### src/rtl/tcfe_restore_div.sv
module tcfe_restore_div #(
  parameter int unsigned DividendW = 49,
  parameter int unsigned QuotW     = 18,
  parameter logic [63:0] Divisor   = 64'd1318359375,
  parameter int unsigned SideW     = 17
) (
  input  logic                 clk_i,
  input  logic                 rst_ni,
  input  logic                 en_i,
  input  logic                 vld_i,
  input  logic [DividendW-1:0] dividend_i,
  input  logic [SideW-1:0]     side_i,
  output logic                 vld_o,
  output logic [QuotW-1:0]     quot_o,
  output logic [DividendW-1:0] rem_o,
  output logic [SideW-1:0]     side_o
);

  localparam int unsigned HiW    = 32;
  localparam int unsigned ProdW  = 2 * HiW;
  localparam int unsigned Shift  = DividendW - HiW;
  localparam int unsigned Stages = 4;

  localparam logic [HiW-1:0]       Recip = HiW'((64'd1 << DividendW) / Divisor);
  localparam logic [DividendW-1:0] Div1  = DividendW'(Divisor);
  localparam logic [DividendW-1:0] Div2  = DividendW'(Divisor << 1);

  logic             vld_q  [Stages];
  logic [SideW-1:0] side_q [Stages];

  logic [ProdW-1:0]     prod_hi_q;
  logic [DividendW-1:0] num1_q, num2_q;
  logic [QuotW-1:0]     q2_q, q3_q, quot_q;
  logic [DividendW-1:0] back_q;
  logic [DividendW-1:0] r3_q, rem_q;

  logic [QuotW-1:0]     q_est;
  logic [QuotW-1:0]     quot_d;
  logic [DividendW-1:0] rem_d;

  always_ff @(posedge clk_i or negedge rst_ni) begin
    if (!rst_ni) begin
      for (int k = 0; k < Stages; k++) begin
        vld_q[k] <= 1'b0;
      end
    end else if (en_i) begin
      vld_q[0] <= vld_i;
      for (int k = 1; k < Stages; k++) begin
        vld_q[k] <= vld_q[k-1];
      end
    end
  end

  always_ff @(posedge clk_i) begin
    if (en_i) begin
      side_q[0] <= side_i;
      for (int k = 1; k < Stages; k++) begin
        side_q[k] <= side_q[k-1];
      end
    end
  end

  // The estimate from the top bits falls short of the true quotient by at
  // most two, which the last stage makes up.
  assign q_est = QuotW'(prod_hi_q[ProdW-1:HiW]);

  always_comb begin
    if (r3_q >= Div2) begin
      quot_d = q3_q + QuotW'(2);
      rem_d  = r3_q - Div2;
    end else if (r3_q >= Div1) begin
      quot_d = q3_q + QuotW'(1);
      rem_d  = r3_q - Div1;
    end else begin
      quot_d = q3_q;
      rem_d  = r3_q;
    end
  end

  always_ff @(posedge clk_i) begin
    if (en_i) begin
      prod_hi_q <= ProdW'(dividend_i[DividendW-1:Shift]) * ProdW'(Recip);
      num1_q    <= dividend_i;

      q2_q      <= q_est;
      back_q    <= DividendW'(q_est) * Div1;
      num2_q    <= num1_q;

      r3_q      <= num2_q - back_q;
      q3_q      <= q2_q;

      quot_q    <= quot_d;
      rem_q     <= rem_d;
    end
  end

  assign vld_o  = vld_q[Stages-1];
  assign quot_o = quot_q;
  assign rem_o  = rem_q;
  assign side_o = side_q[Stages-1];

endmodule

### config.mk
export PLATFORM = sky130hd
export DESIGN_NAME = tcfe_restore_div
export DESIGN_NICKNAME = d
export VERILOG_FILES = /design/src/rtl/tcfe_restore_div.sv
export SDC_FILE = /design/constraint.sdc
export NUM_CORES = 2
export LEC_CHECK = 0
export ABC_CLOCK_PERIOD_IN_PS = 12140
export BUFFER_PORTS_ARGS = -buffer_cell sky130_fd_sc_hd__buf_4
export CAP_MARGIN = 20
export CORE_MARGIN = 3
export CORE_UTILIZATION = 40
export DETAILED_ROUTE_END_ITERATION = 7
export SLEW_MARGIN = 20
export SYNTH_ARGS = -nofsm -noshare
export SYNTH_HDL_FRONTEND = slang
export SYNTH_SLANG_ARGS = --single-unit
export TNS_END_PERCENT = 5
### constraint.sdc
create_clock -name clk_i -period 12.14 [get_ports clk_i]
set_input_delay 0.607 -clock clk_i [delete_from_list [all_inputs] [get_ports clk_i]]
set_output_delay 0.607 -clock clk_i [all_outputs]
set_load 0.01 [all_outputs]
==> metrics list <==
* Final count of hold timing violations: 0
* Port Buffer Count: 154
* Required time of the worst setup path: roughly 13 ns
- In this run the critical register-to-register path is launched from prod_hi_q[49].
* Max transition margin: between 30 and 40%
* Antenna violations before repair: 1
- Top cell type's share of synthesized area: around 33%
- Proportion of register bits with asynchronous set or reset after synthesis: under 10%
* Number of gates resized after CTS: 0
* Flip-flop and latch count after synthesis: around 390
* Initial detailed-routing violation count: approximately 1400
- Share of layout cells above drive strength 1: under 10%
- For this run, the post-layout net count is around 4300.
- The repair_antennas step left the layout with diodes totalling 0.
* Global-route wire length before repair: approximately 130000 um
* Maximum operating frequency: 139.7 MHz
- Counting cells, the worst reg-to-reg path comes to 22.
- The tree is rooted in a sky130_fd_sc_hd__clkbuf_16.
- Number of instances in the synthesized netlist: ~3100
* CTS tree: done
* GR Util All Layers: between 10% and 20%
- Across all layers, the routed design uses roughly 22000 vias.
- Of all nets on the critical path, the largest fanout is 10.
- Number of maximum-capacitance constraint violations: 0
- By instance count, the leading cell after synthesis is sky130_fd_sc_hd__inv_1.
* Sort of element at the end of the critical path: flip-flop
- The clock passes through at most 3 buffers.
- Maximum number of pins on one net before global-route repair: about 130
- The synthesized netlist contains 70 unique library cells.
- The startpoint identified for the worst hold timing path is side_i[15].
* Clock latency at the later pin of the worst-skew pair: between 0.6 and 0.7 ns
- Post-Syn Area: 0.03540 mm2
- The number of setup buffers added after CTS is 0.
- The final max-slew violation count came to 0.
- Setup repair after global routing left no endpoint under its margin.
- Each instance of the synthesized netlist takes up on average roughly 11 um2.
- Number of global-route vias before repair: approximately 23000
- Die area: between 0.09 and 0.1 mm2
- In this run the cell area measured after placement is 0.03797 mm2.
- Number of detailed-route iterations in the first pass: 7
* Top cells by count, synth: 750 x sky130_fd_sc_hd__inv_1, 462 x sky130_fd_sc_hd__ha_1, 419 x sky130_fd_sc_hd__fa_1
- Once the floorplan was initialized, standard cells occupied roughly 40% of the core.
- The congestion estimate from routability-driven global placement came to ~0.91.
- Yosys printed 0 warnings.
- Area leader, netlist: sky130_fd_sc_hd__edfxtp_1
- Sorting the synthesized cells by area gives the leading types as sky130_fd_sc_hd__edfxtp_1 33%, sky130_fd_sc_hd__fa_1 24%, sky130_fd_sc_hd__ha_1 16%.
* Die W: slightly above 300 um
* Setup total negative slack: 0 ns
* Dominant synthesized flop cell: sky130_fd_sc_hd__edfxtp_1
- CTS saw roughly 390 sinks.
- In this run, CTS created clock tree buffers numbering between 40 and 50.
* Wire length per cell after detailed routing: about 19 um
- H-tree lvl count: 2
* Sequential-to-total area share from yosys stat: 32.86%
- Data on the critical path arrives at its endpoint at around 7.5 ns.
- After routing the design area is ~0.040 mm2.
- In this run, synthesis inferred around 380 flip-flops with an integrated enable.
- For the pin with the worst max-slew slack, the measured transition is between 1 and 1.5 ns.
* Vertical extent of the die: around 300 um
* Placed wire-length estimate: slightly below 70000 um
* Placed cell count: 4404
* Final critical path time including I/O delays and setup: 7.161 ns
* Vias per std cell: ~5.0
* Site row count: around 110
- Category of the critical setup timing path: reg -> reg
- Post-Syn Nets: ~4100
- Along the worst hold path, the cell count comes to 1.
- The worst hold path belongs to the class in -> reg.
- Summed over all layers, the routed wires come to roughly 84000 um.
* Final worst path period share: just under 60%
- For this design the top-level I/O count stands at 155.
- Number of nets with antenna violations after detailed routing: 0
- Area inside the core boundary: 0.08729 mm2
* Synthesis-to-layout area growth: 11.93%
- Global routing finished with a remaining overflow of 0.
- Count of final setup violators: 0
- The worst setup path is launched from a flip-flop.
- After the flow finishes, the layout carries non-filler instances totaling around 4500.
- Crit path from: prod_hi_q[49]
- Fin Clk Skew: between 0.02 and 0.03 ns
* Post-route DRC violation count: 0
- The run finished with clean final reports.
* Clock input transition at the sequential cells of the worst setup and hold paths: approximately 0.06 ns
-- what timing repair did --
item                                   4_1_cts  5_1_grt
endpoints found under the hold margin        4        0
setup endpoints to repair                    0        0
hold buffers                                 1        0
-- layout by cell type (no fill, tap or decap), types with 25 or more instances in the layout --
cell type	n
sky130_fd_sc_hd__ha_1	462
sky130_fd_sc_hd__fa_1	419
sky130_fd_sc_hd__nand2_1	106
sky130_fd_sc_hd__xnor2_1	94
sky130_fd_sc_hd__inv_1	750
sky130_fd_sc_hd__nor2b_1	31
sky130_fd_sc_hd__nor3_1	42
sky130_fd_sc_hd__buf_4	171
sky130_fd_sc_hd__nor2_1	95
sky130_fd_sc_hd__nand4_1	25
sky130_fd_sc_hd__clkbuf_16	49
sky130_fd_sc_hd__edfxtp_1	384
sky130_fd_sc_hd__o21ai_0	80
sky130_fd_sc_hd__a21o_1	74
sky130_fd_sc_hd__xor2_1	73
sky130_fd_sc_hd__nand3_1	40
sky130_fd_sc_hd__a21oi_1	133
-- critical path, stage by stage (launching register included) --
cell                       delay (ns)
sky130_fd_sc_hd__edfxtp_1        0.79
sky130_fd_sc_hd__fa_1            0.58
sky130_fd_sc_hd__xor2_1          0.17
sky130_fd_sc_hd__ha_1            0.19
sky130_fd_sc_hd__a21o_1          0.17
sky130_fd_sc_hd__fa_1            0.49
sky130_fd_sc_hd__inv_1           0.05
sky130_fd_sc_hd__fa_1            0.39
sky130_fd_sc_hd__fa_1            0.48
sky130_fd_sc_hd__fa_1            0.49
sky130_fd_sc_hd__inv_1           0.04
sky130_fd_sc_hd__ha_1            0.38
sky130_fd_sc_hd__a21o_1          0.19
sky130_fd_sc_hd__a21o_1          0.16
sky130_fd_sc_hd__a21oi_1         0.27
sky130_fd_sc_hd__a21boi_0        0.29
sky130_fd_sc_hd__nand2b_1        0.14
sky130_fd_sc_hd__a311oi_1        0.06
sky130_fd_sc_hd__nor4_1          0.83
sky130_fd_sc_hd__o31a_1          0.29
sky130_fd_sc_hd__nor3_1          0.09
sky130_fd_sc_hd__a41oi_1         0.24
sky130_fd_sc_hd__xnor2_1         0.09
-- flip-flops by register name, indices dropped and copies added, names as in the netlist --
signal     count
side_q        68
num1_q        49
num2_q        49
r3_q          49
rem_o         49
back_q        48
prod_hi_q     18
q2_q          18
q3_q          18
quot_o        18
vld_q          3
vld_o          1
-- metrics by stage --
stage | setup slack (ns) | hold WS [ns] | utilization (%)
floorplan | 5.392 | 0.3114 | -
global placement | 4.677 | 0.4000 | 43.50
detailed placement | 4.604 | 0.4045 | 43.50
CTS | 4.993 | 0.1344 | 45.39
global route | 4.603 | 0.1486 | 45.39
finish | 4.979 | 0.1892 | 45.39
-- layer usage --
metal / track usage (%) / vias up / share of wire (%)
met5: 0 / - / 0
met4: 3.268 / 0 / 1.6
met3: 2.925 / 89 / 5.5
met2: 30.67 / 555 / 47
met1: 26.53 / 10990 / 46
li1: - / 10713 / -
-- area by class of cell --
type                            count  area [um2]
Tap cell                         1155        1445
Multi-Input combinational cell   1938       20780
Fill cell                        8216       47670
Clock inverter                     27       340.3
Sequential cell                   388       11630
Clock buffer                       58        1300
Timing Repair Buffer              173        1309
Inverter                          751        2819
-- logic make-up after synthesis --
logic type	synth area share, %
adder cells (fa/ha/maj)	40.02
AND/OR/NAND/NOR	6.104
AO/OA/AOI/OAI	8.249
XOR/XNOR	4.132
flip-flops	32.86
buffers and inverters	8.476
multiplexers	0.1590
-- path summary, 6_finish.rpt --
check	end	slack [ns]
setup / recovery	back_q[45]	4.98
hold / removal	side_q[0][15]	0.19
setup reg to reg	back_q[45]	4.98
hold reg to reg	num2_q[18]	0.41
max in group asynchronous	vld_o	11.69
min in group asynchronous	vld_q[3]	0.35
Power is not shown: default switching activity piles up to over one toggle a cycle in this logic, so the estimate is an artifact.
