File: config.mk
export PLATFORM = sky130hd
export DESIGN_NAME = tcfe_civil_date
export DESIGN_NICKNAME = d
export VERILOG_FILES = /design/src/rtl/tcfe_pkg.sv /design/src/rtl/tcfe_civil_date.sv
export SDC_FILE = /design/constraint.sdc
export NUM_CORES = 1
export LEC_CHECK = 0
export BUFFER_PORTS_ARGS = -buffer_cell sky130_fd_sc_hd__buf_2
export CAP_MARGIN = 10
export CORE_UTILIZATION = 46
export CTS_BUF_LIST = sky130_fd_sc_hd__clkbuf_16
export DETAILED_ROUTE_END_ITERATION = 8
export PLACE_DENSITY = 0.64
export SYNTH_ARGS = -nofsm -noshare
export SYNTH_HDL_FRONTEND = slang
export SYNTH_SLANG_ARGS = --single-unit
File: constraint.sdc
create_clock -name clk_i -period 17.7 [get_ports clk_i]
set_input_delay 0.885 -clock clk_i [delete_from_list [all_inputs] [get_ports clk_i]]
set_output_delay 0.885 -clock clk_i [all_outputs]
set_load 0.02 [all_outputs]
File: src/rtl/tcfe_pkg.sv
package tcfe_pkg;

  localparam int unsigned DayQuotW = 18;
  localparam int unsigned DayDivW  = 49;
  localparam logic [63:0] DayDivisorHi = 64'd1318359375;
  localparam logic [64:0] BiasNs = 65'd9223372800000000000;
  localparam int unsigned RemHiW = 31;

  localparam int unsigned SodW    = 17;
  localparam int unsigned SecDivW = 38;
  localparam logic [63:0] SecDivisorHi = 64'd1953125;
  localparam int unsigned SecRemW = 21;

  localparam logic [19:0] ZOffset   = 20'd612716;
  localparam logic [19:0] EraStart4 = 20'd584388;
  localparam logic [19:0] EraStart5 = 20'd730485;

  localparam logic [17:0] CentLen1 = 18'd36524;
  localparam logic [17:0] CentLen2 = 18'd73048;
  localparam logic [17:0] CentLen3 = 18'd109572;
  localparam logic [17:0] CentLen4 = 18'd146096;

  localparam longint unsigned Recip1460 = ((64'd1 << 29) + 64'd1459) / 64'd1460;
  localparam longint unsigned Recip365  = ((64'd1 << 27) + 64'd364) / 64'd365;
  localparam longint unsigned RecipSec60 = ((64'd1 << 23) + 64'd59) / 64'd60;
  localparam longint unsigned RecipMin60 = ((64'd1 << 17) + 64'd59) / 64'd60;

  typedef enum logic [2:0] {
    FieldYear   = 3'd0,
    FieldMonth  = 3'd1,
    FieldDay    = 3'd2,
    FieldHour   = 3'd3,
    FieldMinute = 3'd4,
    FieldSecond = 3'd5
  } field_sel_e;

  typedef struct packed {
    logic signed [63:0] timestamp_ns;
    logic               is_null;
  } in_word_t;

  typedef struct packed {
    logic [11:0] field_value;
    logic [29:0] fraction_ns;
    logic        result_null;
  } out_word_t;

  typedef struct packed {
    logic [11:0] year;
    logic [3:0]  month;
    logic [4:0]  day;
  } date_t;

  typedef struct packed {
    logic [4:0] hour;
    logic [5:0] minute;
    logic [5:0] second;
  } hms_t;

  typedef struct packed {
    logic        is_null;
    logic [15:0] low;
  } day_side_t;

  typedef struct packed {
    logic              is_null;
    logic [RemHiW-1:0] rem_hi;
    logic [15:0]       low;
  } date_side_t;

  typedef struct packed {
    logic       is_null;
    date_t      date;
    logic [8:0] low;
  } sec_side_t;

  typedef struct packed {
    logic        is_null;
    date_t       date;
    logic [29:0] frac;
  } tm_side_t;

  function automatic logic [8:0] month_start(logic [3:0] mp);
    logic [8:0] res;
    case (mp)
      4'd0:    res = 9'd0;
      4'd1:    res = 9'd31;
      4'd2:    res = 9'd61;
      4'd3:    res = 9'd92;
      4'd4:    res = 9'd122;
      4'd5:    res = 9'd153;
      4'd6:    res = 9'd184;
      4'd7:    res = 9'd214;
      4'd8:    res = 9'd245;
      4'd9:    res = 9'd275;
      4'd10:   res = 9'd306;
      4'd11:   res = 9'd337;
      default: res = 9'd0;
    endcase
    return res;
  endfunction

endpackage

File: src/rtl/tcfe_civil_date.sv
module tcfe_civil_date import tcfe_pkg::*; (
  input  logic                clk_i,
  input  logic                rst_ni,
  input  logic                en_i,
  input  logic                vld_i,
  input  logic [DayQuotW-1:0] days_i,
  input  date_side_t          side_i,
  output logic                vld_o,
  output date_t               date_o,
  output date_side_t          side_o
);

  localparam int unsigned Stages = 9;

  logic       vld_q  [Stages];
  date_side_t side_q [Stages];

  logic [19:0] z_q;
  logic        hi1_q, hi2_q, hi3_q, hi4_q, hi5_q, hi6_q, hi7_q;
  logic [17:0] doe_q, doe2_q, doe3_q, doe4_q, doe5_q;
  logic [36:0] p1_q;
  logic [2:0]  c4_q;
  logic        c1_q;
  logic [17:0] n_q;
  logic [36:0] p2_q;
  logic [8:0]  yoe_q, yoe6_q, yoe7_q;
  logic [8:0]  doy_q, doy7_q;
  logic [3:0]  mp_q;
  date_t       date_q;

  logic [17:0] doe_d;
  logic [2:0]  c4_d;
  logic [17:0] n_d;
  logic [1:0]  c100;
  logic [17:0] doy_full;
  logic [3:0]  mp_d;
  logic [8:0]  day_full;
  date_t       date_d;

  always_ff @(posedge clk_i or negedge rst_ni) begin
    if (!rst_ni) begin
      for (int k = 0; k < Stages; k++) begin
        vld_q[k] <= 1'b0;
      end
    end else if (en_i) begin
      vld_q[0] <= vld_i;
      for (int k = 1; k < Stages; k++) begin
        vld_q[k] <= vld_q[k-1];
      end
    end
  end

  always_ff @(posedge clk_i) begin
    if (en_i) begin
      side_q[0] <= side_i;
      for (int k = 1; k < Stages; k++) begin
        side_q[k] <= side_q[k-1];
      end
    end
  end

  assign doe_d = (z_q >= EraStart5) ? 18'(z_q - EraStart5) : 18'(z_q - EraStart4);

  assign c4_d = 3'(doe_q >= CentLen1) + 3'(doe_q >= CentLen2)
              + 3'(doe_q >= CentLen3) + 3'(doe_q >= CentLen4);

  assign n_d = doe2_q - 18'(p1_q[35:29]) + 18'(c4_q) - 18'(c1_q);

  assign c100 = 2'(yoe_q >= 9'd100) + 2'(yoe_q >= 9'd200) + 2'(yoe_q >= 9'd300);
  assign doy_full = doe5_q
                  - (18'(yoe_q) * 18'd365 + 18'(yoe_q[8:2]) - 18'(c100));

  always_comb begin
    mp_d = '0;
    for (int k = 1; k < 12; k++) begin
      if (doy_q >= month_start(4'(k))) begin
        mp_d = mp_d + 4'd1;
      end
    end
  end

  always_comb begin
    day_full     = doy7_q - month_start(mp_q) + 9'd1;
    date_d.day   = day_full[4:0];
    date_d.month = (mp_q < 4'd10) ? mp_q + 4'd3 : mp_q - 4'd9;
    date_d.year  = 12'(yoe7_q) + (hi7_q ? 12'd2000 : 12'd1600) + 12'(mp_q >= 4'd10);
  end

  always_ff @(posedge clk_i) begin
    if (en_i) begin
      z_q    <= 20'(days_i) + ZOffset;

      hi1_q  <= z_q >= EraStart5;
      doe_q  <= doe_d;

      p1_q   <= 37'(doe_q) * 37'(Recip1460);
      c4_q   <= c4_d;
      c1_q   <= doe_q == CentLen4;
      doe2_q <= doe_q;
      hi2_q  <= hi1_q;

      n_q    <= n_d;
      doe3_q <= doe2_q;
      hi3_q  <= hi2_q;

      p2_q   <= 37'(n_q) * 37'(Recip365);
      doe4_q <= doe3_q;
      hi4_q  <= hi3_q;

      yoe_q  <= p2_q[35:27];
      doe5_q <= doe4_q;
      hi5_q  <= hi4_q;

      doy_q  <= doy_full[8:0];
      yoe6_q <= yoe_q;
      hi6_q  <= hi5_q;

      mp_q   <= mp_d;
      doy7_q <= doy_q;
      yoe7_q <= yoe6_q;
      hi7_q  <= hi6_q;

      date_q <= date_d;
    end
  end

  assign vld_o  = vld_q[Stages-1];
  assign date_o = date_q;
  assign side_o = side_q[Stages-1];

endmodule

==> results.txt <==
The flow ran to the end, and the final reports show no timing, DRC or antenna violations. The count of flip-flops with a built-in enable after synthesis was 625. The category of the worst setup path capture point was a register. Share of the yosys chip area belonging to registers: 53.6%. In the final routed layout, each cell accounts on average for 15.5 um. The pre-antenna-repair detailed-routing pass consisted of 5 iterations. The routability congestion estimate from global placement came out at 0.871.

The overall overflow remaining after global route came out at 0. The via count of the first global-routing pass came out at 18500. STA puts the critical path data required time at 18.23 ns. The die outline width is 280 um, and the largest net degree at the start of global routing is 171.

The highest fanout seen on the critical path is 11, and the max-cap violation count is 0. The run gives 10.43 ns as the post-layout worst setup margin. 0 antenna diodes ended up in the layout. Ranked by total cell area, the synthesized netlist is headed by edfxtp_1, ha_1, fa_1.

Among all stages on the critical path, the largest delay is contributed by edfxtp_1. Yosys mapped the design onto 78 distinct sky130hd cell types. Across every metal layer, demand over resource in global routing totals 15.1%. The wire length of the first global-routing pass is 93600 um, and the fraction of synthesized cell area taken by the top area cell type is 52.7%.

The net count after synthesis was 3216; the worst slew slack as a fraction of its limit was 33.5%. Of all cell types, the one taking the most synthesized area is edfxtp_1. The critical path is of the reg2reg type. For this run, asynchronously set or reset flops after synthesis account for 1.41%.

The H-tree generated during clock tree synthesis spans 3 levels. OpenSTA, run right after detailed placement, puts the worst setup slack at 10.58 ns. The tightest min-delay check is of the in2async type. Count of endpoints failing hold in the final timing report: 0.

The logs give 932 for the detailed router's first-iteration violation count and 140 for the number of ports placed on the die boundary. The area inside the core boundary is 0.0763 mm2. The layout cell share with drive strength beyond 1 came out at 10.5%.

The run gives 0 as the remaining antenna violation count after routing. For the worst setup path, the data arrival time is 7.80 ns. The routed design has 57300 um of wire. The tools report the startpoint type of the worst setup path as a register. The synthesized instance count came out at 2473. The most common library cell in the layout ignoring fill and taps is edfxtp_1. Setup repair after global routing left no endpoint under its margin. Port buffering added 139 buffers.

The tools report the buffer cell driving the clock tree root as clkbuf_16. Clock-pin slew was measured on the worst setup and hold paths at 0.06 ns. Counting the buffers created by CTS gives 66. The die is 280 um tall.

The delay contributed by the slowest stage of the critical path was 0.59 ns. The average cell area after synthesis works out to 14.4 um2. The clock passes through at most 3 buffers. The cell repeated most along the worst path is inv_1. After clock tree synthesis, the flow added hold-fix buffers numbering 0. Final layout net count: 3370. Clock skew on the completed layout was measured at 0.0324 ns.

The vias after detailed routing was 17900; the TritonCTS sink count was 639. After floorplanning, the core was divided into 101 placement rows. The run gives 0 as the final setup violation count. Relative to the synthesized area, the layout overhead comes to 10.9%. The register bit count reported by yosys was 639. The transition at the pin with the smallest max-transition slack was 0.998 ns; the number of gates resized after cts was 0. The number of slew-limit violations in the final report is 0. In this run the post-CTS setup repair buffer count came out at 0.

The maximum achievable frequency was 138 MHz; the register-to-register path setup slack was 10.43 ns. The worst path in the final design needs a cycle of 7.27 ns, including I/O delays and setup. The number of warnings issued by yosys is 0, and the initial standard-cell utilization of the core is 46.7%. The clock reaches the later pin of the worst-skew pair after 0.61 ns.

In the layout the commonest cells are edfxtp_1, inv_1, ha_1. Total die area: 0.0785 mm2. The cell area after synthesis was 0.0356 mm2. TritonCTS built the clock tree. The half-perimeter wire length after detailed placement came out at 42600 um.

The logs give 0 for the initial antenna violation count and 0 for the residual DRC count. Dividing the final minimum period by the clock period gives 41.0%. The via-per-instance ratio works out to 4.83. The most used flip-flop cell after synthesis is edfxtp_1. The final sum of negative setup slack was 0 ns.
[final cells by class]
| cell class | count | area (um2) |
|---|---|---|
| clock buffers | 66 | 1650 |
| clock inverters | 52 | 602 |
| fillers | 6323 | 36800 |
| inverters | 483 | 1810 |
| multi-input cells | 1287 | 14300 |
| flip-flops and latches | 639 | 19100 |
| well taps | 1030 | 1290 |
| repair buffers | 150 | 801 |
[logic make-up (layout without fill, tap and decap cells)]
kind of cell	Yosys count	in the layout	share of synthesized area [%]
buffers and inverters	547	751	6.36
and+or+nand+nor	248	248	3.42
AOI/OAI and AO/OA	235	235	4.39
DFF	639	639	53.6
xor gates and xnor gates	113	113	2.90
muxes	18	18	0.569
adders and majority gates	673	673	28.7
[worst paths after layout]
path / startpoint / to / cells after the start
max in group asynchronous: rst_ni / vld_q[6]$_DFFE_PN0P_ / 1
setup reg to reg: doy_q[2]$_DFFE_PP_ / register / 29
min in group clk_i: side_q[0][57]$_DFFE_PP_ / side_q[0][105]$_DFFE_PP_ / 0
hold reg to reg: side_q[0][57]$_DFFE_PP_ / side_q[0][105]$_DFFE_PP_ / 0
hold / removal: rst_ni / vld_o$_DFFE_PN0P_ / 1
setup / recovery: doy_q[2]$_DFFE_PP_ / register / 29
[routing by layer]
| layer | vias to the layer above | track usage [%] | share of wire, % |
|---|---|---|---|
| li1 | 8715 | - | - |
| met1 | 8806 | 18.6 | 42 |
| met2 | 289 | 26.6 | 52 |
| met3 | 89 | 2.78 | 3.6 |
| met4 | 0 | 4.75 | 2.4 |
| met5 | - | 0 | 0 |
[flip-flops by register name, summed over array words and instances, names as in the netlist, 3 cells and up, named ones only]
register	count
side_q	432
date_o	21
z_q	19
doe2_q	18
doe_q	18
n_q	18
doe3_q	9
doe4_q	9
doe5_q	9
doy_q	9
p2_q	9
yoe6_q	9
yoe7_q	9
yoe_q	9
vld_q	8
p1_q	7
doy7_q	5
mp_q	4
c4_q	3
[worst max-delay path: cells and delay by family, from the launching register on]
| family | cells | cell delay (ns) |
|---|---|---|
| muxes | 2 | 0.56 |
| xor gates and xnor gates | 5 | 1.24 |
| and+or+nand+nor | 5 | 0.97 |
| AOI/OAI and AO/OA | 8 | 2.21 |
| buffers and inverters | 5 | 0.51 |
| DFF | 1 | 0.59 |
| adders and majority gates | 4 | 1.13 |
[Yosys cell counts, types with 9 or more instances]
library cell	n
edfxtp_1	625
buf_4	51
inv_1	482
o21a_1	9
xor2_1	28
nand2_1	61
a31oi_1	13
nor3_1	16
nand4_1	16
nand3_1	27
nor2b_1	12
dfrtp_1	9
o21ai_0	48
a21o_1	25
fa_1	242
a21boi_0	13
mux2_2	11
xnor2_1	82
ha_1	431
nor2_1	62
a21oi_1	63
[metrics by stage]
step | cells | instance area [um2] | util, % | hold slack [ns]
floorplan | 2473 | 35600 | - | 0.400
global placement | 3589 | 37200 | 48.8 | 0.400
detailed placement | 3589 | 37200 | 48.8 | 0.405
CTS | 3707 | 39500 | 51.8 | 0.0715
global route | 3707 | 39500 | 51.8 | 0.0823
finish | 3707 | 39500 | 51.8 | 0.110
Power is left out: the tool's default activity adds up to more than one toggle a clock period on the data nets, which glitch-free logic cannot reach.
