===== src/rtl/tcfe_pkg.sv =====
package tcfe_pkg;

  localparam int unsigned DayQuotW = 18;
  localparam int unsigned DayDivW  = 49;
  localparam logic [63:0] DayDivisorHi = 64'd1318359375;
  localparam logic [64:0] BiasNs = 65'd9223372800000000000;
  localparam int unsigned RemHiW = 31;

  localparam int unsigned SodW    = 17;
  localparam int unsigned SecDivW = 38;
  localparam logic [63:0] SecDivisorHi = 64'd1953125;
  localparam int unsigned SecRemW = 21;

  localparam logic [19:0] ZOffset   = 20'd612716;
  localparam logic [19:0] EraStart4 = 20'd584388;
  localparam logic [19:0] EraStart5 = 20'd730485;

  localparam logic [17:0] CentLen1 = 18'd36524;
  localparam logic [17:0] CentLen2 = 18'd73048;
  localparam logic [17:0] CentLen3 = 18'd109572;
  localparam logic [17:0] CentLen4 = 18'd146096;

  localparam longint unsigned Recip1460 = ((64'd1 << 29) + 64'd1459) / 64'd1460;
  localparam longint unsigned Recip365  = ((64'd1 << 27) + 64'd364) / 64'd365;
  localparam longint unsigned RecipSec60 = ((64'd1 << 23) + 64'd59) / 64'd60;
  localparam longint unsigned RecipMin60 = ((64'd1 << 17) + 64'd59) / 64'd60;

  typedef enum logic [2:0] {
    FieldYear   = 3'd0,
    FieldMonth  = 3'd1,
    FieldDay    = 3'd2,
    FieldHour   = 3'd3,
    FieldMinute = 3'd4,
    FieldSecond = 3'd5
  } field_sel_e;

  typedef struct packed {
    logic signed [63:0] timestamp_ns;
    logic               is_null;
  } in_word_t;

  typedef struct packed {
    logic [11:0] field_value;
    logic [29:0] fraction_ns;
    logic        result_null;
  } out_word_t;

  typedef struct packed {
    logic [11:0] year;
    logic [3:0]  month;
    logic [4:0]  day;
  } date_t;

  typedef struct packed {
    logic [4:0] hour;
    logic [5:0] minute;
    logic [5:0] second;
  } hms_t;

  typedef struct packed {
    logic        is_null;
    logic [15:0] low;
  } day_side_t;

  typedef struct packed {
    logic              is_null;
    logic [RemHiW-1:0] rem_hi;
    logic [15:0]       low;
  } date_side_t;

  typedef struct packed {
    logic       is_null;
    date_t      date;
    logic [8:0] low;
  } sec_side_t;

  typedef struct packed {
    logic        is_null;
    date_t       date;
    logic [29:0] frac;
  } tm_side_t;

  function automatic logic [8:0] month_start(logic [3:0] mp);
    logic [8:0] res;
    case (mp)
      4'd0:    res = 9'd0;
      4'd1:    res = 9'd31;
      4'd2:    res = 9'd61;
      4'd3:    res = 9'd92;
      4'd4:    res = 9'd122;
      4'd5:    res = 9'd153;
      4'd6:    res = 9'd184;
      4'd7:    res = 9'd214;
      4'd8:    res = 9'd245;
      4'd9:    res = 9'd275;
      4'd10:   res = 9'd306;
      4'd11:   res = 9'd337;
      default: res = 9'd0;
    endcase
    return res;
  endfunction

endpackage


===== src/rtl/tcfe_time_split.sv =====
module tcfe_time_split import tcfe_pkg::*; (
  input  logic            clk_i,
  input  logic            rst_ni,
  input  logic            en_i,
  input  logic            vld_i,
  input  logic [SodW-1:0] sod_i,
  input  tm_side_t        side_i,
  output logic            vld_o,
  output hms_t            hms_o,
  output tm_side_t        side_o
);

  localparam int unsigned Stages = 3;

  logic     vld_q  [Stages];
  tm_side_t side_q [Stages];

  logic [34:0]     p_q;
  logic [SodW-1:0] sod_q;
  logic [10:0]     mt_q;
  logic [5:0]      sec_q;
  logic [22:0]     ph_q;
  hms_t            hms_q;

  logic [10:0]     mt;
  logic [SodW-1:0] sec_full;
  logic [4:0]      hr;
  logic [10:0]     min_full;

  always_ff @(posedge clk_i or negedge rst_ni) begin
    if (!rst_ni) begin
      for (int k = 0; k < Stages; k++) begin
        vld_q[k] <= 1'b0;
      end
    end else if (en_i) begin
      vld_q[0] <= vld_i;
      for (int k = 1; k < Stages; k++) begin
        vld_q[k] <= vld_q[k-1];
      end
    end
  end

  always_ff @(posedge clk_i) begin
    if (en_i) begin
      side_q[0] <= side_i;
      for (int k = 1; k < Stages; k++) begin
        side_q[k] <= side_q[k-1];
      end
    end
  end

  assign mt       = p_q[33:23];
  assign sec_full = sod_q - SodW'(mt) * SodW'(60);
  assign hr       = ph_q[21:17];
  assign min_full = mt_q - 11'(hr) * 11'd60;

  always_ff @(posedge clk_i) begin
    if (en_i) begin
      p_q          <= 35'(sod_i) * 35'(RecipSec60);
      sod_q        <= sod_i;

      mt_q         <= mt;
      sec_q        <= sec_full[5:0];
      ph_q         <= 23'(mt) * 23'(RecipMin60);

      hms_q.hour   <= hr;
      hms_q.minute <= min_full[5:0];
      hms_q.second <= sec_q;
    end
  end

  assign vld_o  = vld_q[Stages-1];
  assign hms_o  = hms_q;
  assign side_o = side_q[Stages-1];

endmodule


===== config.mk =====
export PLATFORM = sky130hd
export DESIGN_NAME = tcfe_time_split
export DESIGN_NICKNAME = d
export VERILOG_FILES = /design/src/rtl/tcfe_pkg.sv /design/src/rtl/tcfe_time_split.sv
export SDC_FILE = /design/constraint.sdc
export NUM_CORES = 1
export LEC_CHECK = 0
export BUFFER_PORTS_ARGS = -buffer_cell sky130_fd_sc_hd__buf_4
export CAP_MARGIN = 20
export CORE_MARGIN = 2
export CORE_UTILIZATION = 45
export DETAILED_ROUTE_END_ITERATION = 12
export HOLD_SLACK_MARGIN = 0.1
export PLACE_DENSITY = 0.7
export SKIP_LAST_GASP = 1
export SLEW_MARGIN = 30
export SYNTH_ARGS = -nofsm -noshare
export SYNTH_HDL_FRONTEND = slang
export SYNTH_SLANG_ARGS = --single-unit
export TNS_END_PERCENT = 100

===== constraint.sdc =====
create_clock -name clk_i -period 9.89 [get_ports clk_i]
set_input_delay 0.989 -clock clk_i [delete_from_list [all_inputs] [get_ports clk_i]]
set_output_delay 0.989 -clock clk_i [all_outputs]
set_load 0.02 [all_outputs]

==> results of run 1 <==
logic make-up after synthesis:
group                    count (synthesis)
buffers and inverters                  178
AO/OA/AOI/OAI                           46
multiplexers                             3
flip-flops                             210
XOR/XNOR                                30
AND/OR/NAND/NOR                         52
adder cells (fa/ha/maj)                216
worst reg2reg max path, stage by stage, from the launching register on:
cell	delay, ns
edfxtp_1	0.48
ha_1	0.33
inv_1	0.05
fa_1	0.39
inv_1	0.09
fa_1	0.41
ha_1	0.21
ha_1	0.27
a21oi_1	0.07
nor4_1	0.43
nor3_1	0.17
o31ai_1	0.31
xnor2_1	0.10
Yosys cell counts, drive strengths merged, types with 6 or more instances:
cell type	number
nor2	9
xnor2	21
nand3	6
buf	52
ha	169
nand2	10
edfxtp	207
inv	126
fa	47
a21oi	16
xor2	9
a21o	6
o21ai	7
flip-flops by register name (all words and copies together), names as in the netlist:
register  count
ph_q          5
p_q          12
hms_o        17
side_q      156
vld_o         1
mt_q          6
sod_q         5
sec_q         6
vld_q         2
area by class of cell:
type / instances / share of cell area [%]
multi-input cells: 347 / 30.9
clock buffers: 22 / 3.80
clock inverters: 12 / 0.899
flip-flops and latches: 210 / 49.1
well taps: 324 / 3.17
inverters: 126 / 3.69
repair buffers: 143 / 8.47
power groups by stage:
| stage | sequential [mW] | combinational, mW | clock [mW] |
|---|---|---|---|
| after floorplan | 1.24 | 0.936 | 0 |
| after global placement | 1.23 | 1.24 | 0 |
| after detailed placement | 1.24 | 1.27 | 0 |
| after CTS | 1.22 | 1.29 | 0.719 |
| after global routing | 1.23 | 1.48 | 0.753 |
| final | 1.22 | 1.26 | 0.698 |
per-layer routing:
layer | vias up | wire length [um]
met4 | 0 | 255
li1 | 2751 | -
met1 | 2599 | 7930
met5 | - | 0
met3 | 23 | 794
met2 | 126 | 8180
through the flow:
step	hold slack (ns)	utilization, %	cell area (um^2)	setup WS [ns]
floorplan	0.400	-	11100	4.54
global placement	0.400	50.3	12200	4.20
detailed placement	0.405	50.3	12200	4.05
CTS	0.276	52.8	12800	4.54
global route	0.276	52.8	12800	4.29
finish	0.292	52.8	12800	4.55
path summary, 6_finish.rpt:
path	endpoint	slack (ns)	cells after the start
max	p_q[30]	4.55	19
min in group clk_i	side_q[0][97]	0.41	0
max in group asynchronous	vld_o	9.51	1
min reg2reg	side_q[0][97]	0.41	0
min	vld_q[2]	0.29	1
max reg2reg	ph_q[21]	6.34	12
==> flow_summary.toml, run 1 <==
[status]
status = "completed"

[job]
maxCapViolations = 0

[detailed_routing]
remaining_drc_errors = 0
dr_total_vias = 5499
wirelength_um = 17200
wl_per_cell_um = 14.5
drt_iter0_markers = 226
dr.pass1.iters = 4
ant_nets = 0
drt-vias-per-instance = 4.64

[clock_network]
clk_pin_slew_ns = 0.06
root_buffer = "clkbuf_16"
cts_sinks = 210
cts.path.max_buffers = 3
cts_setup_buffers = 0
insertion_delay_ns = 0.47
ctsHoldBuffers = 0
cts_resized = 0
htree_levels = 1
cts_tree = "built"
cts_buffers = 19

[layout]
drive_above_1_share_pct = 21.0
final_common_cell = "edfxtp_1"
final-seq-area_um2 = 6290
insertedDiodeCount = 0
fillCellCount = 2021
multiInputGateArea_um2 = 3950
layout_common_cells = "edfxtp_1, ha_1, buf_4"
fin_cells = 1184
area_growth_pct = 15.3
final_nets = 1136

[worst_setup_path]
crit_path_max_incr_delay_ns = 0.55
critPathSlowestCell = "fa_1"
crit_top_cell = "fa_1"
worstSetupPathType = "primary input to register"
required_ns = 10.10
crit_fanout = 5
r2r_start = "p_q[30]"
cp-startpoint = "sod_i[15]"
startpoint_type = "primary input"
crit_family = "adder cells"
worstPathCellList = "buf_4, inv_1, ha_1, ha_1, or2_2, fa_1, inv_1, fa_1, fa_1, inv_1, fa_1, ha_1, nand2_1, nor4_2, o21ai_0, a31oi_2, o21ai_1, o21bai_1, xor2_1"
crit_path_end_kind = "register"
cp.arrival_ns = 5.56
cp.buffers_inverters = 4

[timing]
rsz0062_at_grt = "no"
finalSetupViolCount = 0
drv_slew = 0
hold_viol_final = 0
fin_crit_ns = 5.34
max_freq_mhz = 187
min_period_over_period_pct = 54.0
tns_ns = 0
tightest_slew_ns = 0.913
fin_skew_ns = 0.0110
slew_headroom_pct = 39.1

[floorplanning]
initial_utilization_pct = 45.8
die_area_um2 = 26000
core_um2 = 24200
rows = 57
dieWidth_um = 161
fp.dieH_um = 161
io_pins = 143

[global_route]
grtUsageTotal_pct = 13.7
grt_max_degree = 132
grtUsageMet1_pct = 18.6
grt_pass1_vias = 5883
met3_usage_pct = 1.67
grt_pass1_wl_um = 28700
grt-ovfl-total = 0
antenna_found_initial = 0
busiest_layer = "met2"
grt_use_met2_pct = 23.9

[pwr]
power.share.combinational_pct = 39.7
intPower_mw = 2.15
ir_worst_vdd_mv = 0.134
power_switching_mw = 1.03
seqPwrFrac_pct = 38.3
total_power_mw = 3.17
swShare_pct = 32.3
power.density_nw_per_um2 = 248
clkPwrFrac_pct = 22.0
leakage_nw = 5.75

[yosys]
synth.top_cell.area_share_pct = 56.0
syn_nets = 1024
yosysWarningCount = 0
synth_area_leader_cell = "edfxtp_1"
ys_seq_area_share_pct = 56.6
muxShareOfSynthArea_pct = 0.304
syn_area_um2 = 11100
ys_top_cells_by_area = "edfxtp_1, ha_1, fa_1, inv_1, buf_4"
synth_compound_area_share_pct = 2.85
synth-main-ff-cell = "edfxtp_1"
async_flop_share_pct = 1.43
synth_top_family_by_area = "adder cells"
synthAdderAreaFrac_pct = 27.5
ys_ff_latch = 210
synth_xor_area_share_pct = 2.37
syn_avg_cell_area_um2 = 15.1
synthCells = 735
synth-edff-count = 207
synth.distinct_cells = 45
yosys.area_share.simple_pct = 2.55

[place]
port_buffers = 142
place_inst = 1150
dp.final_hpwl_um = 13400
gp_congestion = 0.800

[min_path]
hold_class = "primary input to asynchronous set/reset pin"
Power figures use the tool's default switching activity.
==> run 2: changes to the inputs <==
Clock period 9.89 ns to 5.25 ns, I/O delays scaled along.
==> run 2 against run 1 <==
Compared with the run above:
- wire length fell by 0.31%
- die area stayed put
- first-iteration DRC count increased by 43%
- largest power group unchanged
- critical endpoint unchanged
- non-clock buffer count increased by 4
- total power up 92%
==> flow_summary.toml, run 2 (synthesis gave the netlist of run 1 again) <==
[worst_setup_path]
path_depth = 19
crit_path_max_incr_delay_ns = 0.55
crit_path_end_kind = "register"
crit_top_cell = "fa_1"
crit_fanout = 3
r2r_start = "p_q[30]"
required_ns = 5.48
r2r-end = "ph_q[21]"
critPathSlowestCell = "fa_1"
cp.buffers_inverters = 4
r2r_slack_ns = 1.68
worstSetupPathType = "primary input to register"
worstPathCellList = "buf_4, inv_1, ha_1, ha_1, or2_2, fa_1, inv_1, fa_1, fa_1, inv_1, fa_1, ha_1, nand2_1, nor4_2, o2111ai_1, a31oi_2, o21ai_1, o21bai_1, xor2_1"
rr_worst_depth = 12
cp-startpoint = "sod_i[15]"
startpoint_type = "primary input"
crit_family = "adder cells"
endpoint = "p_q[30]"
cp.arrival_ns = 5.01

[place]
gp_congestion = 0.801
port_buffers = 142
place_ws_ns = -0.0592
place_inst = 1153
dp.final_hpwl_um = 13400

[floorplanning]
core_um2 = 24200
initial_utilization_pct = 45.8
dieWidth_um = 161
rows = 57
die_area_um2 = 26000
fp.dieH_um = 161
io_pins = 143

[detailed_routing]
wl_per_cell_um = 14.4
remaining_drc_errors = 0
dr_total_vias = 5579
drt-vias-per-instance = 4.68
dr.pass1.iters = 4
ant_nets = 0
wirelength_um = 17100
drt_iter0_markers = 323

[layout]
fillCellCount = 2003
fin_cells = 1191
layout_common_cells = "edfxtp_1, ha_1, buf_4"
drive_above_1_share_pct = 21.9
final_common_cell = "edfxtp_1"
post-route-util_pct = 53.2
final_nets = 1142
insertedDiodeCount = 0
area_growth_pct = 16.1
regMostFlops = "side_q"
largest_register_ffs = 156

[clock_network]
cts_setup_buffers = 0
clk_pin_slew_ns = 0.06
cts_buffers = 21
cts_sinks = 210
root_buffer = "clkbuf_16"
cts_resized = 0
htree_levels = 1
insertion_delay_ns = 0.49
ctsHoldBuffers = 1
cts.path.max_buffers = 3
cts_tree = "built"

[global_route]
grt-ovfl-total = 0
grt_max_degree = 122
grtUsageTotal_pct = 13.6
antenna_found_initial = 0
grt_pass1_vias = 5737
grt_pass1_wl_um = 28400

[timing]
min_period_over_period_pct = 91.0
finalSetupViolCount = 0
rsz0062_at_grt = "no"
drv_slew = 0
fin_crit_ns = 4.78
fin_skew_ns = 0.00952
max_freq_mhz = 209
tightest_slew_ns = 0.897
hold_viol_final = 0
slew_headroom_pct = 40.2
setup_slack_ns = 0.472

[job]
maxCapViolations = 0

[status]
status = "completed"

[pwr]
power.density_nw_per_um2 = 472
ir_worst_vdd_mv = 0.227
leakage_nw = 5.80

[min_path]
hold_class = "primary input to register"
[run 2: cell types whose count changed in the layout (fill, tap and decap cells not counted), moves of 2 or more]
cell / before / now
buf_4: 141 / 145
clkinv_2: 3 / 6
clkbuf_1: 3 / 1
clkbuf_16: 19 / 21
[run 2: worst min path at each step]
stage | start | to | slack (ns) | cells after the start
2_1_floorplan | rst_ni | vld_o | 0.23 | 0
3_3_place_gp | rst_ni | vld_o | 0.32 | 1
5_1_grt | side_i[49] | side_q[0][49] | 0.19 | 1
3_5_place_dp | rst_ni | vld_o | 0.32 | 1
6_report | side_i[26] | side_q[0][26] | 0.21 | 1
4_1_cts | side_i[26] | side_q[0][26] | 0.19 | 1
[run 2: layer usage]
layer | routed length [um] | vias up | part of all wire, % | GRT usage [%]
met4 | 401 | 0 | 2.3 | 4.34
met2 | 7860 | 142 | 46 | 22.7
li1 | - | 2764 | - | -
met1 | 7900 | 2643 | 46 | 18.7
met3 | 942 | 30 | 5.5 | 1.77
met5 | 0 | - | 0 | 0
[run 2: report_power, final]
group | switching (mW) | internal, mW | leakage [nW]
logic | 1.27 | 1.11 | 3.41
registers | 0.112 | 2.18 | 2.06
clock network | 0.580 | 0.834 | 0.330
[run 2: final cells by class]
cell class / count / area, um^2 / area share [%]
Clock buffer: 22 / 529 / 4.10
Tap cell: 324 / 405 / 3.14
Inverter: 126 / 473 / 3.67
Timing Repair Buffer: 147 / 1110 / 8.62
Clock inverter: 15 / 135 / 1.05
Multi-Input combinational cell: 347 / 3950 / 30.6
Sequential cell: 210 / 6290 / 48.8
[run 2: through the flow]
| step | setup TNS (ns) | power [mW] | instance area, um^2 | hold slack, ns |
|---|---|---|---|---|
| finish | 0 | 6.08 | 12900 | 0.210 |
| floorplan | 0 | 4.10 | 11100 | 0.229 |
| global placement | 0 | 4.66 | 12200 | 0.316 |
| global route | 0 | 6.64 | 12900 | 0.188 |
| CTS | 0 | 6.18 | 12900 | 0.190 |
| detailed placement | -0.114 | 4.73 | 12200 | 0.317 |
==> run 3: changes to the inputs <==
Settings changed: ABC_AREA set to 1, CORE_MARGIN 2 to 3, PLACE_DENSITY 0.7 to 0.69.
==> run 3 against run 2 <==
Compared with the run above:
- utilization hardly changed
- critical path type unchanged
- worst setup slack better by 0.31 ns
- largest power group unchanged
- sequential power hardly changed
- synthesized area is 9.8% higher
- first-iteration DRC count is 6.8% higher
- hold slack better by 0.011 ns
- final area is 8.8% higher
==> flow_summary.toml, run 3 <==
[timing]
fin_skew_ns = 0.00533
max_freq_mhz = 224
tns_ns = 0
finalSetupViolCount = 0
rsz0062_at_grt = "no"
tightest_slew_ns = 0.927
fin_crit_ns = 4.47
drv_slew = 0
min_period_over_period_pct = 85.1
slew_headroom_pct = 38.2
hold_viol_final = 0

[yosys]
synth.top_cells.by_count = "edfxtp_1, inv_1, nand2_1"
synthAdderAreaFrac_pct = 25.1
ys_top_cells_by_area = "edfxtp_1, ha_1, fa_1, inv_1, nand2_1"
synthCells = 1051
synth_compound_area_share_pct = 2.38
ys_seq_area_share_pct = 51.6
synth.distinct_cells = 29
async_flop_share_pct = 1.43
syn_nets = 1340
synth.most_common_cell = "edfxtp_1"
synth.top_cell.area_share_pct = 51.0
muxShareOfSynthArea_pct = 0.0924
yosysWarningCount = 0
syn_area_um2 = 12200
synth-edff-count = 207
ys_ff_latch = 210
synth_top_family_by_area = "adder cells"
yosys.area_share.simple_pct = 10.3
synth-main-ff-cell = "edfxtp_1"
synth_xor_area_share_pct = 1.22
syn_avg_cell_area_um2 = 11.6
synth_area_leader_cell = "edfxtp_1"

[place]
port_buffers = 142
gp_congestion = 0.893
dp.final_hpwl_um = 17400
place_inst = 1477

[clock_network]
cts_setup_buffers = 0
root_buffer = "clkbuf_16"
cts_resized = 0
clk_pin_slew_ns = 0.06
cts.path.max_buffers = 3
insertion_delay_ns = 0.47
ctsHoldBuffers = 1
cts_buffers = 21
cts_sinks = 210
htree_levels = 1
cts_tree = "built"

[worst_setup_path]
crit_path_max_incr_delay_ns = 0.55
crit_top_cell = "nand2_1"
required_ns = 5.48
worstPathCellList = "buf_4, inv_1, ha_1, ha_1, or2_2, fa_1, inv_1, fa_1, fa_1, inv_1, fa_1, ha_1, nand2_2, inv_1, nand2_1, nand2_1, a21oi_1, nor2_1, nor2_1, nand2_1, nand2_1, nand2_1"
crit_path_end_kind = "register"
crit_fanout = 5
critPathSlowestCell = "fa_1"
startpoint_type = "primary input"
worstSetupPathType = "primary input to register"
cp.arrival_ns = 4.70

[floorplanning]
fp.dieH_um = 171
dieWidth_um = 171
io_pins = 143
rows = 59
core_um2 = 26400
die_area_um2 = 29100
initial_utilization_pct = 46.3

[global_route]
grtUsageTotal_pct = 15.3
grt_pass1_wl_um = 35700
grt_max_degree = 119
grt-ovfl-total = 0
grt_pass1_vias = 7305
antenna_found_initial = 0

[detailed_routing]
wirelength_um = 22000
wl_per_cell_um = 14.5
drt-vias-per-instance = 4.73
remaining_drc_errors = 0
dr_total_vias = 7172
drt_iter0_markers = 345
ant_nets = 0
dr.pass1.iters = 5

[pwr]
ir_worst_vdd_mv = 0.252
power.density_nw_per_um2 = 495
leakage_nw = 6.67

[layout]
largest_register_ffs = 156
fin_cells = 1515
fillCellCount = 2260
insertedDiodeCount = 0
regMostFlops = "side_q"
area_growth_pct = 15.1
final_common_cell = "edfxtp_1"
layout_common_cells = "edfxtp_1, inv_1, nand2_1"
post-route-util_pct = 53.2
multiInputGateArea_um2 = 4760
final-seq-area_um2 = 6290
drive_above_1_share_pct = 16.0
final_nets = 1455

[min_path]
hold_class = "primary input to register"

[job]
maxCapViolations = 0

[status]
status = "completed"
run 3: where the power goes:
group	switching [mW]	internal (mW)
registers	0.117	2.17
clock network	0.579	0.917
logic	1.93	1.24
run 3: worst max-delay path, delay by kind of cell:
kind	cells	cell delay (ns)
fa+ha+maj	7	2.72
simple gates	9	0.91
compound gates	1	0.22
buf+inv	5	0.31
run 3: cell families after synthesis:
logic type | after synthesis
AND/OR/NAND/NOR | 302
buffers and inverters | 252
multiplexers | 1
flip-flops | 210
XOR/XNOR | 17
AO/OA/AOI/OAI | 53
adder cells (fa/ha/maj) | 216
run 3: area by class of cell:
| class | instances | area share [%] |
|---|---|---|
| clock buffers | 27 | 4.05 |
| clock inverters | 10 | 0.972 |
| inverters | 200 | 5.35 |
| multi-input cells | 589 | 33.9 |
| flip-flops and latches | 210 | 44.9 |
| well taps | 335 | 2.99 |
| repair buffers | 144 | 7.86 |
run 3: through the flow:
| step | power (mW) | setup WS (ns) | cell area, um^2 | hold slack (ns) |
|---|---|---|---|---|
| floorplan | 4.65 | 0.687 | 12200 | 0.229 |
| global placement | 5.40 | 0.377 | 13300 | 0.314 |
| detailed placement | 5.49 | 0.275 | 13300 | 0.317 |
| CTS | 7.04 | 0.772 | 14000 | 0.201 |
| global route | 7.61 | 0.555 | 14000 | 0.196 |
| finish | 6.95 | 0.783 | 14000 | 0.221 |
run 3: per-layer routing:
metal / wire length [um] / track usage [%] / up-vias
met5: 0 / 0 / -
met4: 472 / 3.88 / 0
met3: 1190 / 1.73 / 37
met2: 10400 / 27.1 / 176
met1: 9930 / 20.1 / 3317
li1: - / - / 3642
run 3: final timing paths:
kind | from | endpoint | slack, ns | cells past startpoint
hold reg to reg | side_q[0][29] | side_q[0][81] | 0.42 | 0
max in group asynchronous | rst_ni | vld_o | 4.78 | 2
min in group asynchronous | rst_ni | vld_q[1] | 0.38 | 2
hold / removal | side_i[15] | side_q[0][15] | 0.22 | 1
setup reg to reg | p_q[30] | ph_q[17] | 2.05 | 14
setup / recovery | sod_i[15] | p_q[31] | 0.78 | 22
